`config.mk`:
```
export PLATFORM = sky130hd
export DESIGN_NAME = image_header_probe_top_flat
export DESIGN_NICKNAME = d
export VERILOG_FILES = /design/src/sv/ihp_pkg.sv /design/src/sv/ihp_if.sv /design/src/sv/image_header_probe_top.sv /design/src/flat_wrapper.sv
export SDC_FILE = /design/constraint.sdc
export NUM_CORES = 1
export LEC_CHECK = 0
export ABC_CLOCK_PERIOD_IN_PS = 12800
export BUFFER_PORTS_ARGS = -buffer_cell sky130_fd_sc_hd__buf_4
export CAP_MARGIN = 20
export CORE_MARGIN = 4
export CORE_UTILIZATION = 40
export DETAILED_ROUTE_END_ITERATION = 10
export GPL_TIMING_DRIVEN = 0
export PLACE_DENSITY = 0.61
export SLEW_MARGIN = 5
export SYNTH_ARGS = -nofsm -noshare
export SYNTH_HDL_FRONTEND = slang
export SYNTH_SLANG_ARGS = --single-unit
```
`constraint.sdc`:
```
create_clock -name clk -period 12.8 [get_ports clk]
set_clock_uncertainty 0.1 [all_clocks]
set_input_delay 0.64 -clock clk [delete_from_list [all_inputs] [get_ports clk]]
set_output_delay 0.64 -clock clk [all_outputs]
set_load 0.02 [all_outputs]
```
`src/sv/ihp_pkg.sv`:
```
package ihp_pkg;

  // Walk phases of the JPEG segment scanner
  localparam logic [2:0] PH_PREFIX   = 3'd0;
  localparam logic [2:0] PH_MARKER   = 3'd1;
  localparam logic [2:0] PH_LEN_HIGH = 3'd2;
  localparam logic [2:0] PH_LEN_LOW  = 3'd3;
  localparam logic [2:0] PH_FRAME    = 3'd4;
  localparam logic [2:0] PH_DONE     = 3'd5;

  // Image kind codes
  localparam logic [2:0] KIND_UNKNOWN = 3'd0;
  localparam logic [2:0] KIND_PNG     = 3'd1;
  localparam logic [2:0] KIND_JPEG    = 3'd2;
  localparam logic [2:0] KIND_GIF     = 3'd3;
  localparam logic [2:0] KIND_BMP     = 3'd4;

  // Magic and marker bytes
  localparam logic [7:0] PNG_MAGIC0  = 8'h89;
  localparam logic [7:0] CHAR_P      = 8'h50;
  localparam logic [7:0] CHAR_N      = 8'h4E;
  localparam logic [7:0] CHAR_G      = 8'h47;
  localparam logic [7:0] CHAR_I      = 8'h49;
  localparam logic [7:0] CHAR_F      = 8'h46;
  localparam logic [7:0] CHAR_B      = 8'h42;
  localparam logic [7:0] CHAR_M      = 8'h4D;
  localparam logic [7:0] MARK_PREFIX = 8'hFF;
  localparam logic [7:0] MARK_SOI    = 8'hD8;
  localparam logic [7:0] MARK_HI_MSK = 8'hF0;
  localparam logic [7:0] MARK_SOF    = 8'hC0;
  localparam logic [7:0] MARK_DHT    = 8'hC4;
  localparam logic [7:0] MARK_JPG    = 8'hC8;
  localparam logic [7:0] MARK_DAC    = 8'hCC;

  // Lengths and offsets
  localparam logic [31:0] PNG_MIN_LEN   = 32'd8;
  localparam logic [31:0] PNG_DIM_LEN   = 32'd24;
  localparam logic [31:0] JPEG_MIN_LEN  = 32'd3;
  localparam logic [31:0] GIF_MIN_LEN   = 32'd4;
  localparam logic [31:0] BMP_MIN_LEN   = 32'd2;
  localparam logic [31:0] PNG_W_FIRST   = 32'd16;
  localparam logic [31:0] PNG_H_FIRST   = 32'd20;
  localparam logic [31:0] SEG_START_RST = 32'd2;
  localparam logic [31:0] COUNT_MAX     = 32'hFFFF_FFFF;
  localparam logic [15:0] SEG_LEN_MIN   = 16'd2;
  localparam logic [31:0] OFF_TALL_HI   = 32'd5;
  localparam logic [31:0] OFF_TALL_LO   = 32'd6;
  localparam logic [31:0] OFF_WIDE_HI   = 32'd7;
  localparam logic [31:0] OFF_WIDE_LO   = 32'd8;

  // One result item
  typedef struct packed {
    logic [2:0]  image_kind;
    logic [31:0] width;
    logic [31:0] height;
  } result_t;

endpackage

```
`src/sv/ihp_if.sv`:
```
// Input byte channel
interface ihp_in_if;
  logic       valid;
  logic       ready;
  logic [7:0] data_byte;
  logic       last_byte;

  modport source (output valid, output data_byte, output last_byte, input ready);
  modport sink   (input valid, input data_byte, input last_byte, output ready);
endinterface

// Result channel
interface ihp_out_if;
  logic        valid;
  logic        ready;
  logic [2:0]  image_kind;
  logic [31:0] width;
  logic [31:0] height;

  modport source (output valid, output image_kind, output width, output height,
                  input ready);
  modport sink   (input valid, input image_kind, input width, input height,
                  output ready);
endinterface

```
`src/sv/image_header_probe_top.sv`:
```
// Channel  Dir  Payload                          Transfer
// in_ch    in   data_byte[7:0], last_byte        valid && ready
// out_ch   out  image_kind[2:0], width, height   valid && ready
//
// One byte is taken per cycle while in_ch is ready; the last byte's result
// is registered. All scan state lives in one register set updated per byte.
// Reset (rst_n low, synchronous) clears the scanner and both result slots.
// A result register plus a skid slot let bytes keep flowing while a result
// waits; in_ch stalls only when both slots hold undelivered results.
module image_header_probe_top (
  input  logic     clk,
  input  logic     rst_n,
  ihp_in_if.sink   in_ch,
  ihp_out_if.source out_ch
);

  logic [31:0] count_r,    count_nxt;
  logic [31:0] lead_r,     lead_nxt;
  logic [31:0] png_wide_r, png_wide_nxt;
  logic [31:0] png_tall_r, png_tall_nxt;
  logic [31:0] seg_r,      seg_nxt;
  logic [2:0]  phase_r,    phase_nxt;
  logic [7:0]  len_high_r, len_high_nxt;
  logic [15:0] jpg_tall_r, jpg_tall_nxt;
  logic [15:0] jpg_wide_r, jpg_wide_nxt;
  logic        found_r,    found_nxt;

  logic             out_valid_r, skid_valid_r;
  ihp_pkg::result_t out_r, skid_r, res;

  logic        accept;
  logic        res_fire;
  logic [7:0]  b;
  logic [31:0] pos;
  logic [15:0] seg_len;
  logic [32:0] seg_next;
  logic [31:0] off;
  logic        is_sof;

  assign in_ch.ready = !skid_valid_r;
  assign accept      = in_ch.valid && in_ch.ready;
  assign res_fire    = accept && in_ch.last_byte;
  assign b           = in_ch.data_byte;
  assign pos         = count_r;
  assign seg_len     = {len_high_r, b};
  assign seg_next    = {1'b0, seg_r} + 33'd2 + {17'd0, seg_len};
  assign off         = pos - seg_r;
  assign is_sof      = ((b & ihp_pkg::MARK_HI_MSK) == ihp_pkg::MARK_SOF) &&
                       (b != ihp_pkg::MARK_DHT) && (b != ihp_pkg::MARK_JPG) &&
                       (b != ihp_pkg::MARK_DAC);

  // Advance counter, header capture and the segment walk for one byte
  always_comb begin
    count_nxt    = (count_r == ihp_pkg::COUNT_MAX) ? count_r : count_r + 32'd1;
    lead_nxt     = lead_r;
    png_wide_nxt = png_wide_r;
    png_tall_nxt = png_tall_r;
    seg_nxt      = seg_r;
    phase_nxt    = phase_r;
    len_high_nxt = len_high_r;
    jpg_tall_nxt = jpg_tall_r;
    jpg_wide_nxt = jpg_wide_r;
    found_nxt    = found_r;

    if (pos < 32'd4) begin
      lead_nxt[8*pos[1:0] +: 8] = lead_r[8*pos[1:0] +: 8] | b;
    end
    if (pos >= ihp_pkg::PNG_W_FIRST && pos < ihp_pkg::PNG_H_FIRST) begin
      png_wide_nxt = {png_wide_r[23:0], b};
    end else if (pos >= ihp_pkg::PNG_H_FIRST && pos < ihp_pkg::PNG_DIM_LEN) begin
      png_tall_nxt = {png_tall_r[23:0], b};
    end

    unique case (phase_r)
      ihp_pkg::PH_PREFIX: begin
        if (pos == seg_r) begin
          phase_nxt = (b == ihp_pkg::MARK_PREFIX) ? ihp_pkg::PH_MARKER
                                                  : ihp_pkg::PH_DONE;
        end
      end
      ihp_pkg::PH_MARKER: begin
        phase_nxt = is_sof ? ihp_pkg::PH_FRAME : ihp_pkg::PH_LEN_HIGH;
      end
      ihp_pkg::PH_LEN_HIGH: begin
        len_high_nxt = b;
        phase_nxt    = ihp_pkg::PH_LEN_LOW;
      end
      ihp_pkg::PH_LEN_LOW: begin
        if (seg_len < ihp_pkg::SEG_LEN_MIN || seg_next[32]) begin
          phase_nxt = ihp_pkg::PH_DONE;
        end else begin
          seg_nxt   = seg_next[31:0];
          phase_nxt = ihp_pkg::PH_PREFIX;
        end
      end
      ihp_pkg::PH_FRAME: begin
        if (off == ihp_pkg::OFF_TALL_HI || off == ihp_pkg::OFF_TALL_LO) begin
          jpg_tall_nxt = {jpg_tall_r[7:0], b};
        end else if (off == ihp_pkg::OFF_WIDE_HI || off == ihp_pkg::OFF_WIDE_LO) begin
          jpg_wide_nxt = {jpg_wide_r[7:0], b};
        end
        if (off == ihp_pkg::OFF_WIDE_LO) begin
          found_nxt = 1'b1;
          phase_nxt = ihp_pkg::PH_DONE;
        end
      end
      default: begin
      end
    endcase
  end

  // Classify the file from the updated header bytes and length
  always_comb begin
    res.image_kind = ihp_pkg::KIND_UNKNOWN;
    res.width      = 32'd0;
    res.height     = 32'd0;
    if (count_nxt >= ihp_pkg::PNG_MIN_LEN && lead_nxt[7:0] == ihp_pkg::PNG_MAGIC0 &&
        lead_nxt[15:8] == ihp_pkg::CHAR_P && lead_nxt[23:16] == ihp_pkg::CHAR_N &&
        lead_nxt[31:24] == ihp_pkg::CHAR_G) begin
      res.image_kind = ihp_pkg::KIND_PNG;
      if (count_nxt >= ihp_pkg::PNG_DIM_LEN) begin
        res.width  = png_wide_nxt;
        res.height = png_tall_nxt;
      end
    end else if (count_nxt >= ihp_pkg::JPEG_MIN_LEN &&
                 lead_nxt[7:0] == ihp_pkg::MARK_PREFIX &&
                 lead_nxt[15:8] == ihp_pkg::MARK_SOI &&
                 lead_nxt[23:16] == ihp_pkg::MARK_PREFIX) begin
      res.image_kind = ihp_pkg::KIND_JPEG;
      if (found_nxt) begin
        res.width  = {16'd0, jpg_wide_nxt};
        res.height = {16'd0, jpg_tall_nxt};
      end
    end else if (count_nxt >= ihp_pkg::GIF_MIN_LEN && lead_nxt[7:0] == ihp_pkg::CHAR_G &&
                 lead_nxt[15:8] == ihp_pkg::CHAR_I &&
                 lead_nxt[23:16] == ihp_pkg::CHAR_F) begin
      res.image_kind = ihp_pkg::KIND_GIF;
    end else if (count_nxt >= ihp_pkg::BMP_MIN_LEN && lead_nxt[7:0] == ihp_pkg::CHAR_B &&
                 lead_nxt[15:8] == ihp_pkg::CHAR_M) begin
      res.image_kind = ihp_pkg::KIND_BMP;
    end
  end

  // Update scan state per transfer; drop back to reset values after the last byte
  always_ff @(posedge clk) begin
    if (!rst_n || res_fire) begin
      count_r    <= 32'd0;
      lead_r     <= 32'd0;
      png_wide_r <= 32'd0;
      png_tall_r <= 32'd0;
      seg_r      <= ihp_pkg::SEG_START_RST;
      phase_r    <= ihp_pkg::PH_PREFIX;
      len_high_r <= 8'd0;
      jpg_tall_r <= 16'd0;
      jpg_wide_r <= 16'd0;
      found_r    <= 1'b0;
    end else if (accept) begin
      count_r    <= count_nxt;
      lead_r     <= lead_nxt;
      png_wide_r <= png_wide_nxt;
      png_tall_r <= png_tall_nxt;
      seg_r      <= seg_nxt;
      phase_r    <= phase_nxt;
      len_high_r <= len_high_nxt;
      jpg_tall_r <= jpg_tall_nxt;
      jpg_wide_r <= jpg_wide_nxt;
      found_r    <= found_nxt;
    end
  end

  // Result register with skid slot
  always_ff @(posedge clk) begin
    if (!rst_n) begin
      out_valid_r  <= 1'b0;
      skid_valid_r <= 1'b0;
    end else if (!out_valid_r || out_ch.ready) begin
      if (skid_valid_r) begin
        out_r        <= skid_r;
        out_valid_r  <= 1'b1;
        skid_valid_r <= 1'b0;
      end else begin
        out_valid_r <= res_fire;
        if (res_fire) begin
          out_r <= res;
        end
      end
    end else if (res_fire) begin
      skid_r       <= res;
      skid_valid_r <= 1'b1;
    end
  end

  assign out_ch.valid      = out_valid_r;
  assign out_ch.image_kind = out_r.image_kind;
  assign out_ch.width      = out_r.width;
  assign out_ch.height     = out_r.height;

endmodule
```
`src/flat_wrapper.sv`:
```
// flat-port wrapper written by rule: the top's interface ports become plain ports
module image_header_probe_top_flat 
  (clk, rst_n, in_ch_valid, in_ch_data_byte, in_ch_last_byte, in_ch_ready, out_ch_valid, out_ch_image_kind, out_ch_width, out_ch_height, out_ch_ready);
  ihp_in_if in_ch_i ();
  ihp_out_if out_ch_i ();
  input  logic clk;
  input  logic rst_n;
  input wire logic [$bits(in_ch_i.valid)-1:0] in_ch_valid;
  input wire logic [$bits(in_ch_i.data_byte)-1:0] in_ch_data_byte;
  input wire logic [$bits(in_ch_i.last_byte)-1:0] in_ch_last_byte;
  output wire logic [$bits(in_ch_i.ready)-1:0] in_ch_ready;
  output wire logic [$bits(out_ch_i.valid)-1:0] out_ch_valid;
  output wire logic [$bits(out_ch_i.image_kind)-1:0] out_ch_image_kind;
  output wire logic [$bits(out_ch_i.width)-1:0] out_ch_width;
  output wire logic [$bits(out_ch_i.height)-1:0] out_ch_height;
  input wire logic [$bits(out_ch_i.ready)-1:0] out_ch_ready;
  assign in_ch_i.valid = in_ch_valid;
  assign in_ch_i.data_byte = in_ch_data_byte;
  assign in_ch_i.last_byte = in_ch_last_byte;
  assign in_ch_ready = in_ch_i.ready;
  assign out_ch_valid = out_ch_i.valid;
  assign out_ch_image_kind = out_ch_i.image_kind;
  assign out_ch_width = out_ch_i.width;
  assign out_ch_height = out_ch_i.height;
  assign out_ch_i.ready = out_ch_ready;
  image_header_probe_top u_core (.clk(clk), .rst_n(rst_n), .in_ch(in_ch_i), .out_ch(out_ch_i));
endmodule
```
# == Yosys cells after proc, flatten, opt, wreduce, memory -nomap -nowiden ==
# Cells that the tools add are included.
# word_totals
ff_bits,340
input_bits,13
output_inout_bits,69
elab_cells,135
# classes
addsub,5
order_cmp,11
eq_ne,29
shift,3
muxes,29
bitwise,4
n_reduce_logical,36
# op_table
cell,count
$mux W67,3
$mux W32,5
$eq A32 B3 Y1 const B,3
$ge A32 B5 Y1 const B,3
$mux W48,2
$mux W16,5
$eq A8 B7 Y1 const B,8
$ge A32 B2 Y1 const B,2
$lt A32 B5 Y1 const B,2
$mux W64,1
$eq A8 B8 Y1 const B,5
$neg A5 Y34,1
$shift A8 B34 Y32 const A,1
$shiftx A8 B34 Y32,1
$add A32 B2 Y33 const B,1
$add A33 B16 Y33,1
$add A32 B1 Y32 const B,1
$bwmux W32,1
$eq A32 B32 Y1,1
$eq A32 B32 Y1 const B,1
$eq A32 B4 Y1 const B,1
$ge A32 B3 Y1 const B,1
$ge A32 B4 Y1 const B,1
$lt A32 B3 Y1 const B,1
24 further kinds,65

# == Longest topological paths before layout ==
# Gate-level depths: netlist of the first run.
# depth
word_depth,14
mapped_depth,17

# == Worst setup path after synthesis of the first run ==
# OpenSTA, ideal clock, no wires.
# synth_path
kind,register to register
startpoint,reg u_core.count_r[0]
endpoint,reg u_core.skid_r[14] (netlist name) (data pin)
arrival_time_ns,4.220
t_required_ns,12.434
slack_ns,8.214
path_stages_with_launch,18
path_buffers,4
period_less_slack_ns,4.586
path_cell_list,dfxtp_1 > buf_2 > buf_2 > inv_1 > ha_1 > fa_1 > nand2b_1 > a21o_1 > a211o_1 > a211o_1 > a211oi_1 > a211oi_1 > and4_1 > nand4_1 > clkbuf_1 > clkbuf_1 > mux2i_1 > o22ai_2
# synth_lines
element,line,source
start: declaration,image_header_probe_top.sv:17,"logic [31:0] count_r, count_nxt;"
start signal: assignment,image_header_probe_top.sv:158,count_r <= count_nxt;
end signal: assignment,image_header_probe_top.sv:188,skid_r <= res;
end: declaration,image_header_probe_top.sv:29,"ihp_pkg::result_t out_r, skid_r, res;"

# == Final worst setup path of the first run ==
# layout_path
startpoint,reg u_core.count_r[0]
endpoint,"reg u_core.out_r, in the netlist u_core.out_ch.height[2] (data pin)"
# layout_via
elab_chain_len,13
elab_cells_between_ends,51
# layout_rtl
element,line,source
branches (longest 10 deep; another with $add A32 B1 Y32),--,
$mux W67 (*),image_header_probe_top.sv:117,if (count_nxt >= ihp_pkg::PNG_MIN_LEN && lead_nxt[7:0] == ihp_pkg::PNG_MAGIC0 &&
$mux W67 (*),image_header_probe_top.sv:183,if (res_fire) begin
$mux W67 (*),image_header_probe_top.sv:177,if (skid_valid_r) begin
end signal: assignment,image_header_probe_top.sv:178,out_r <= skid_r;
end signal: assignment,image_header_probe_top.sv:184,out_r <= res;
end: declaration,image_header_probe_top.sv:29,
# Mark *: on every way between the ends. The select of a mux whose other input is x is not followed.
# A chain may end at the register's enable or synchronous reset.

==> results.py, run 1 <==
metrics = {
    "yosys": {
        "synthFlopType": "dfxtp_1",
        "netlist.area_leader.share": 0.207,
        "synth_cells": 2285,
        "ys_seq_area_frac": 0.409,
        "synth-edff-count": 134,
        "synth_simple_gate_area_frac": 0.210,
        "ys_types": 87,
        "synth_warnings": 0,
        "syn-cell-area_sq_mm": 0.0199,
        "synth_top_family_by_area": "simple AND/OR/NAND/NOR gates",
        "syn_area_per_cell_sq_um": 8.72,
        "synth_fa_ha_area_frac": 0.0460,
        "yosys-top-cells-area": "dfxtp_1 21%, edfxtp_1 20%, mux2i_1 6.4%, nand2_1 5.7%, a21oi_1 4.7%",
        "synth-compound-area-share": 0.180,
        "synthMuxAreaShare": 0.0773,
        "async_flop_share": 0,
        "yosysTopAreaCell": "dfxtp_1",
        "synthesis.nets": 2370,
        "ys_ff_latch": 340,
        "synthXorXnorAreaFrac": 0.0316,
    },
    "flow_run": {
        "cap_violations": 0,
    },
    "min_path": {
        "hold_depth": 2,
        "hold_path_class": "input port to register",
        "worstHoldEndpoint": "u_core.out_ch.valid$_SDFFE_PN0P_",
        "hold_start": "rst_n",
    },
    "clock_tree": {
        "numCtsBuffers": 39,
        "insertion_delay_ns": 0.57,
        "htreeDepth": 2,
        "clkTransAtPathRegs_ns": 0.06,
        "cts-root-buf": "clkbuf_16",
        "cts_hold_buf": 0,
        "post_cts_buffers": 0,
        "clk_path_buf_depth": 3,
        "cts_sinks": 340,
        "cts_tree": "built",
        "cts_resized": 0,
    },
    "worst_setup_path": {
        "worstReg2RegEnd": "u_core.out_ch.height[2]$_DFFE_PP_",
        "cp_data_arrival_time_ns": 6.28,
        "r2r-start": "u_core.count_r[0]$_SDFFE_PP0P_",
        "rrSetupSlack_ns": 6.72,
        "worst-path-max-fanout": 10,
        "ff2ff_path_depth": 16,
        "end_kind": "register",
        "crit_type": "register to register",
        "startpoint_type": "register",
        "critical_path_required_ns": 13.00,
    },
    "global_route": {
        "grt_max_degree": 33,
        "grt_overflow": 0,
        "track_usage": 0.229,
        "grt_pass1_vias": 17100,
        "grt_pass1_wl_mm": 97.9,
        "antenna_found_initial": 2,
    },
    "power_and_ir_drop": {
        "finalPower_w": 0.00242,
        "power_frac_comb": 0.057,
        "p_switching_w": 0.000567,
        "leakage_nw": 8.08,
        "ir_drop_v": 0.0000917,
        "p_int_w": 0.00185,
        "pwr-share-seq": 0.469,
        "switching_share": 0.234,
        "powerDensity_mw_per_mm2": 106,
        "clockPowerShare": 0.474,
    },
    "timing": {
        "finalCritPeriodShare": 0.475,
        "worst_slew_pin_slew_ns": 1.05,
        "hold_viol": 0,
        "tns_ns": 0,
        "setup_viol": 0,
        "period_minus_slack_ns": 6.08,
        "max_freq_mhz": 164,
        "slew_headroom": 0.298,
        "drv_slew": 0,
        "rsz0062_at_grt": "false",
    },
    "routing": {
        "drc_errors": 0,
        "totalWireLength_mm": 62.9,
        "num_vias": 17900,
        "drtIter0Drc": 1410,
        "drt_first_pass_iters": 7,
        "antenna_left": 0,
        "viasPerCell": 5.76,
        "wl_per_cell_um": 20.2,
    },
    "place": {
        "place.gp.congestion": 0.947,
        "dp_cells": 3035,
        "hpwlAfterDp_mm": 48.0,
        "io_buffers": 81,
    },
    "finish": {
        "final_common_cell": "nand2_1",
        "layout-drive-gt1-share": 0.0962,
        "final_cell_mix": "301 x nand2_1, 236 x nor2_1, 206 x dfxtp_1",
        "final_cells": 3110,
        "syn_to_final_growth_pct": 14.6,
        "nets": 2498,
    },
    "floorplanning": {
        "initial_core_util": 0.406,
        "die_w_um": 231,
        "die_area_sq_mm": 0.0535,
        "die_h_um": 231,
        "rows": 81,
        "core_area_sq_mm": 0.0491,
        "io_pins": 82,
    },
    "outcome": {
        "status": "finished clean",
    },
}
==> power by group through the flow <==
stage	logic (W)	registers, W	clock network [W]
final	0.000139	0.00113	0.00115
after global routing	0.000149	0.00113	0.00122
after CTS	0.000137	0.00113	0.00117
after detailed placement	0.000137	0.00116	0
after global placement	0.000134	0.00116	0
after floorplan	0.0000769	0.00116	0
==> sequential cells by signal, summed over array words and instances, names as in the netlist, 8 cells and up <==
| name | cells |
|---|---|
| u_core.seg_r | 32 |
| u_core.out_ch.width | 32 |
| u_core.png_tall_r | 32 |
| u_core.skid_r | 67 |
| u_core.png_wide_r | 32 |
| u_core.out_ch.height | 32 |
| u_core.jpg_tall_r | 16 |
| u_core.lead_r | 32 |
| u_core.count_r | 32 |
| u_core.jpg_wide_r | 16 |
| u_core.len_high_r | 8 |
==> worst max-delay path: stages (launching register included) <==
cell and delay, ns:
dfxtp_1 0.38, buf_2 0.30, buf_2 0.37, inv_1 0.24, ha_1 0.25, fa_1 0.41, nand2b_1 0.21, a21o_1 0.23
a211o_1 0.39, nand3_1 0.13, o311ai_0 0.13, a2111oi_0 0.74, and4_1 0.46, and4_1 0.40, o211ai_1 0.28, clkbuf_1 0.32
o21ai_0 0.45
==> synth_stat cells, types with 7 or more instances <==
cell type / n
mux2_2: 7
a211oi_1: 28
mux2i_1: 128
nor4_1: 29
nor2b_1: 10
o31ai_1: 42
o31a_1: 37
mux4_2: 8
a31oi_1: 8
a21oi_1: 188
nand3_1: 83
dfxtp_1: 206
nor3_1: 64
a311oi_1: 8
o21a_1: 11
xor2_1: 28
o22ai_2: 10
buf_2: 29
or3_1: 17
nor2_1: 238
edfxtp_1: 134
ha_1: 70
o22ai_1: 25
o21ai_0: 107
inv_1: 68
and3_1: 15
nand2_1: 301
nand3b_1: 7
clkbuf_1: 126
a21o_1: 22
and2_1: 11
xnor2_1: 44
nand4_1: 36
and4_1: 14
nand2b_1: 8
==> through the flow <==
step | cell area [sq um] | hold WS, ns | utilization | setup WS [ns]
2_1_floorplan | 19900 | 0.336 | - | 8.21
3_3_place_gp | 21400 | 0.341 | 0.436 | 5.94
3_5_place_dp | 21500 | 0.346 | 0.439 | 6.90
4_1_cts | 22800 | 0.199 | 0.465 | 6.87
5_1_grt | 22800 | 0.230 | 0.466 | 6.59
6_report | 22800 | 0.221 | 0.466 | 6.72
==> logic make-up after synthesis <==
logic type	count (synthesis)
mux	143
flops	340
simple gates	876
fa+ha+maj	72
buf+inv	229
xor+xnor	72
compound gates	553
==> cell type report <==
cell class                 count  area, sq um
antenna                        2         5.00
buffer                       160          657
sequential                   340         8150
inverter                      69          259
tap                          664          831
clock inverter                20          226
timing repair buffer          87          736
clock buffer                  52         1090
fill                        4806        26200
multi-input combinational   1716        10900
==> layer usage <==
metal  part of all wire  GRT usage
met5                  0          0
met3              0.063     0.0327
met1               0.44      0.308
met2               0.46      0.377
met4              0.034     0.0806
==> how the worst max path moves through the flow <==
stage | from | endpoint | slack (ns) | depth (start not counted)
5_1_grt | u_core.count_r[0]$_SDFFE_PP0P_ | u_core.out_ch.height[2]$_DFFE_PP_ | 6.59 | 16
3_5_place_dp | u_core.count_r[1]$_SDFFE_PP0P_ | u_core.out_ch.height[3]$_DFFE_PP_ | 6.90 | 14
4_1_cts | u_core.count_r[1]$_SDFFE_PP0P_ | u_core.out_ch.height[3]$_DFFE_PP_ | 6.87 | 14
2_1_floorplan | u_core.count_r[0]$_SDFFE_PP0P_ | u_core.skid_r[14]$_DFFE_PP_ | 8.21 | 17
6_report | u_core.count_r[0]$_SDFFE_PP0P_ | u_core.out_ch.height[2]$_DFFE_PP_ | 6.72 | 16
3_3_place_gp | in_ch_valid | u_core.skid_r[59]$_DFFE_PP_ | 5.94 | 5
(Power assumes the default switching activity.)
==> run 2, diff against run 1 <==
--- a/config.mk
+++ b/config.mk
@@ -5,7 +5,7 @@
 export SDC_FILE = /design/constraint.sdc
 export NUM_CORES = 1
 export LEC_CHECK = 0
-export ABC_CLOCK_PERIOD_IN_PS = 12800
+export ABC_CLOCK_PERIOD_IN_PS = 5700
 export BUFFER_PORTS_ARGS = -buffer_cell sky130_fd_sc_hd__buf_4
 export CAP_MARGIN = 20
 export CORE_MARGIN = 4
==> constraint.sdc (replaced) <==
create_clock -name clk -period 5.7 [get_ports clk]
set_clock_uncertainty 0.1 [all_clocks]
set_input_delay 0.285 -clock clk [delete_from_list [all_inputs] [get_ports clk]]
set_output_delay 0.285 -clock clk [all_outputs]
set_load 0.02 [all_outputs]
==> run 2 against run 1 <==
Count of clock-buffer cells in the layout did not move. Non-clock buffer count rose by 6. Combinational power rose by 130%. Core utilization rose by 0.25 points. Sequential share of layout area fell by 0.19 points. Worst setup slack got worse by 6.5 ns. Critical path type unchanged. Largest power group unchanged.
==> results.py, run 2 (synthesis results as in run 1) <==
metrics = {
    "worst_setup_path": {
        "cp_data_arrival_time_ns": 5.76,
        "startpoint_type": "register",
        "crit_type": "register to register",
        "worst-path-max-fanout": 10,
        "critPathSlowestCell": "fa_1",
        "critical_path_required_ns": 5.95,
        "end_kind": "register",
        "slowest_delay_ns": 0.41,
        "path_cells": "buf_2 > clkbuf_4 > inv_1 > ha_1 > fa_1 > nand2b_1 > a21o_1 > a211o_1 > a211o_1 > a21o_1 > a211oi_1 > and4_2 > and4_2 > o211ai_1 > buf_4 > clkbuf_2 > o21ai_0",
        "ff2ff_path_depth": 17,
    },
    "floorplanning": {
        "io_pins": 82,
        "die_h_um": 231,
        "die_w_um": 231,
        "initial_core_util": 0.406,
        "rows": 81,
        "die_area_sq_mm": 0.0535,
        "core_area_sq_mm": 0.0491,
    },
    "global_route": {
        "grt_pass1_wl_mm": 97.9,
        "antenna_found_initial": 2,
        "track_usage": 0.229,
        "grt_pass1_vias": 17200,
        "grt_overflow": 0,
        "grt_max_degree": 33,
    },
    "routing": {
        "drtIter0Drc": 1411,
        "drc_errors": 0,
        "num_vias": 18000,
        "viasPerCell": 5.78,
        "wl_per_cell_um": 20.2,
        "totalWireLength_mm": 63.1,
        "drt_first_pass_iters": 5,
        "antenna_left": 0,
    },
    "timing": {
        "setup_viol": 0,
        "drv_slew": 0,
        "tns_ns": 0,
        "finalCritPeriodShare": 0.966,
        "hold_viol": 0,
        "max_freq_mhz": 182,
        "setup_ws_ns": 0.192,
        "slew_headroom": 0.320,
        "period_minus_slack_ns": 5.51,
        "worst_slew_pin_slew_ns": 1.02,
    },
    "place": {
        "hpwlAfterDp_mm": 48.0,
        "place.gp.congestion": 0.947,
        "placed_area_sq_mm": 0.0215,
        "io_buffers": 81,
        "pre_cts_slack_ns": -0.198,
        "dp_cells": 3035,
    },
    "finish": {
        "syn_to_final_growth_pct": 15.3,
        "layout-drive-gt1-share": 0.104,
        "largest_register_ffs": 67,
        "final_common_cell": "nand2_1",
        "nets": 2504,
        "top_register": "u_core.skid_r",
        "multi_input_area_sq_mm": 0.0109,
        "final_cell_mix": "301 x nand2_1, 236 x nor2_1, 206 x dfxtp_1",
        "seqCellArea_sq_mm": 0.00815,
        "final_area_sq_mm": 0.0230,
        "final_cells": 3116,
        "final_util": 0.468,
        "n_fill_cell": 4809,
    },
    "clock_tree": {
        "htreeDepth": 2,
        "numCtsBuffers": 39,
        "clk_path_buf_depth": 3,
        "clkTransAtPathRegs_ns": 0.06,
        "cts_sinks": 340,
        "insertion_delay_ns": 0.57,
        "cts-root-buf": "clkbuf_16",
        "cts_tree": "built",
    },
    "outcome": {
        "status": "finished clean",
    },
    "flow_run": {
        "cap_violations": 0,
    },
    "power_and_ir_drop": {
        "leakage_nw": 8.14,
        "powerDensity_mw_per_mm2": 237,
        "ir_drop_v": 0.000205,
    },
    "min_path": {
        "hold_path_class": "input port to register",
        "hold_depth": 4,
    },
}
run 2: cell type report:
| type | instances | share of cell area |
|---|---|---|
| clock buffer | 52 | 0.0473 |
| buffer | 159 | 0.0289 |
| inverter | 69 | 0.0113 |
| timing repair buffer | 94 | 0.0348 |
| sequential | 340 | 0.355 |
| clock inverter | 20 | 0.00986 |
| antenna | 2 | 0.000218 |
| tap | 664 | 0.0362 |
| multi-input combinational | 1716 | 0.477 |
run 2: final timing paths:
kind / start / end / slack (ns)
setup / recovery: u_core.count_r[0]$_SDFFE_PP0P_ / u_core.out_ch.height[14]$_DFFE_PP_ / 0.19
hold / removal: in_ch_last_byte / u_core.skid_valid_r$_SDFFE_PP0P_ / 0.02
setup reg to reg: u_core.count_r[0]$_SDFFE_PP0P_ / u_core.out_ch.height[14]$_DFFE_PP_ / 0.19
hold reg to reg: u_core.png_tall_r[24]$_SDFFE_PP0P_ / u_core.png_tall_r[24]$_SDFFE_PP0P_ / 0.35
run 2: critical path: cells and delay by family (launching register included):
family | cells | cell delay, ns
compound gates | 7 | 1.99
fa+ha+maj | 2 | 0.65
buf+inv | 5 | 1.22
simple gates | 3 | 0.95
flops | 1 | 0.38
run 2: stage by stage:
stage               hold slack (ns)  power [W]
finish                       0.0218    0.00544
floorplan                     0.303    0.00278
CTS                         0.00406    0.00548
global route                 0.0643    0.00562
detailed placement            0.346    0.00291
global placement              0.341    0.00290
run 2: repair_timing:
action / in CTS / in global routing
endpoints found under the hold margin: 2 / 0
gates resized for setup: 9 / 22
pin swaps: 0 / 2
buffers inserted: 0 / 5
endpoints found under the setup margin: 33 / 62
hold buffers: 3 / 0
gates cloned: 0 / 0
run 2: where the power goes:
| part | switching (W) | leakage (nW) | internal, W | total (W) |
|---|---|---|---|---|
| Clock | 0.00104 | 0.640 | 0.00153 | 0.00258 |
| Combinational | 0.000219 | 4.43 | 0.0000962 | 0.000316 |
| Sequential | 0.0000129 | 3.07 | 0.00253 | 0.00255 |
run 2: routing by layer:
metal	GRT usage	wire, um	share of wire	vias up
met2	0.378	29200	0.46	650
met3	0.0327	3940	0.062	127
met5	0	0	0	-
met1	0.308	27900	0.44	8616
met4	0.0801	2030	0.032	0
li1	-	-	-	8633
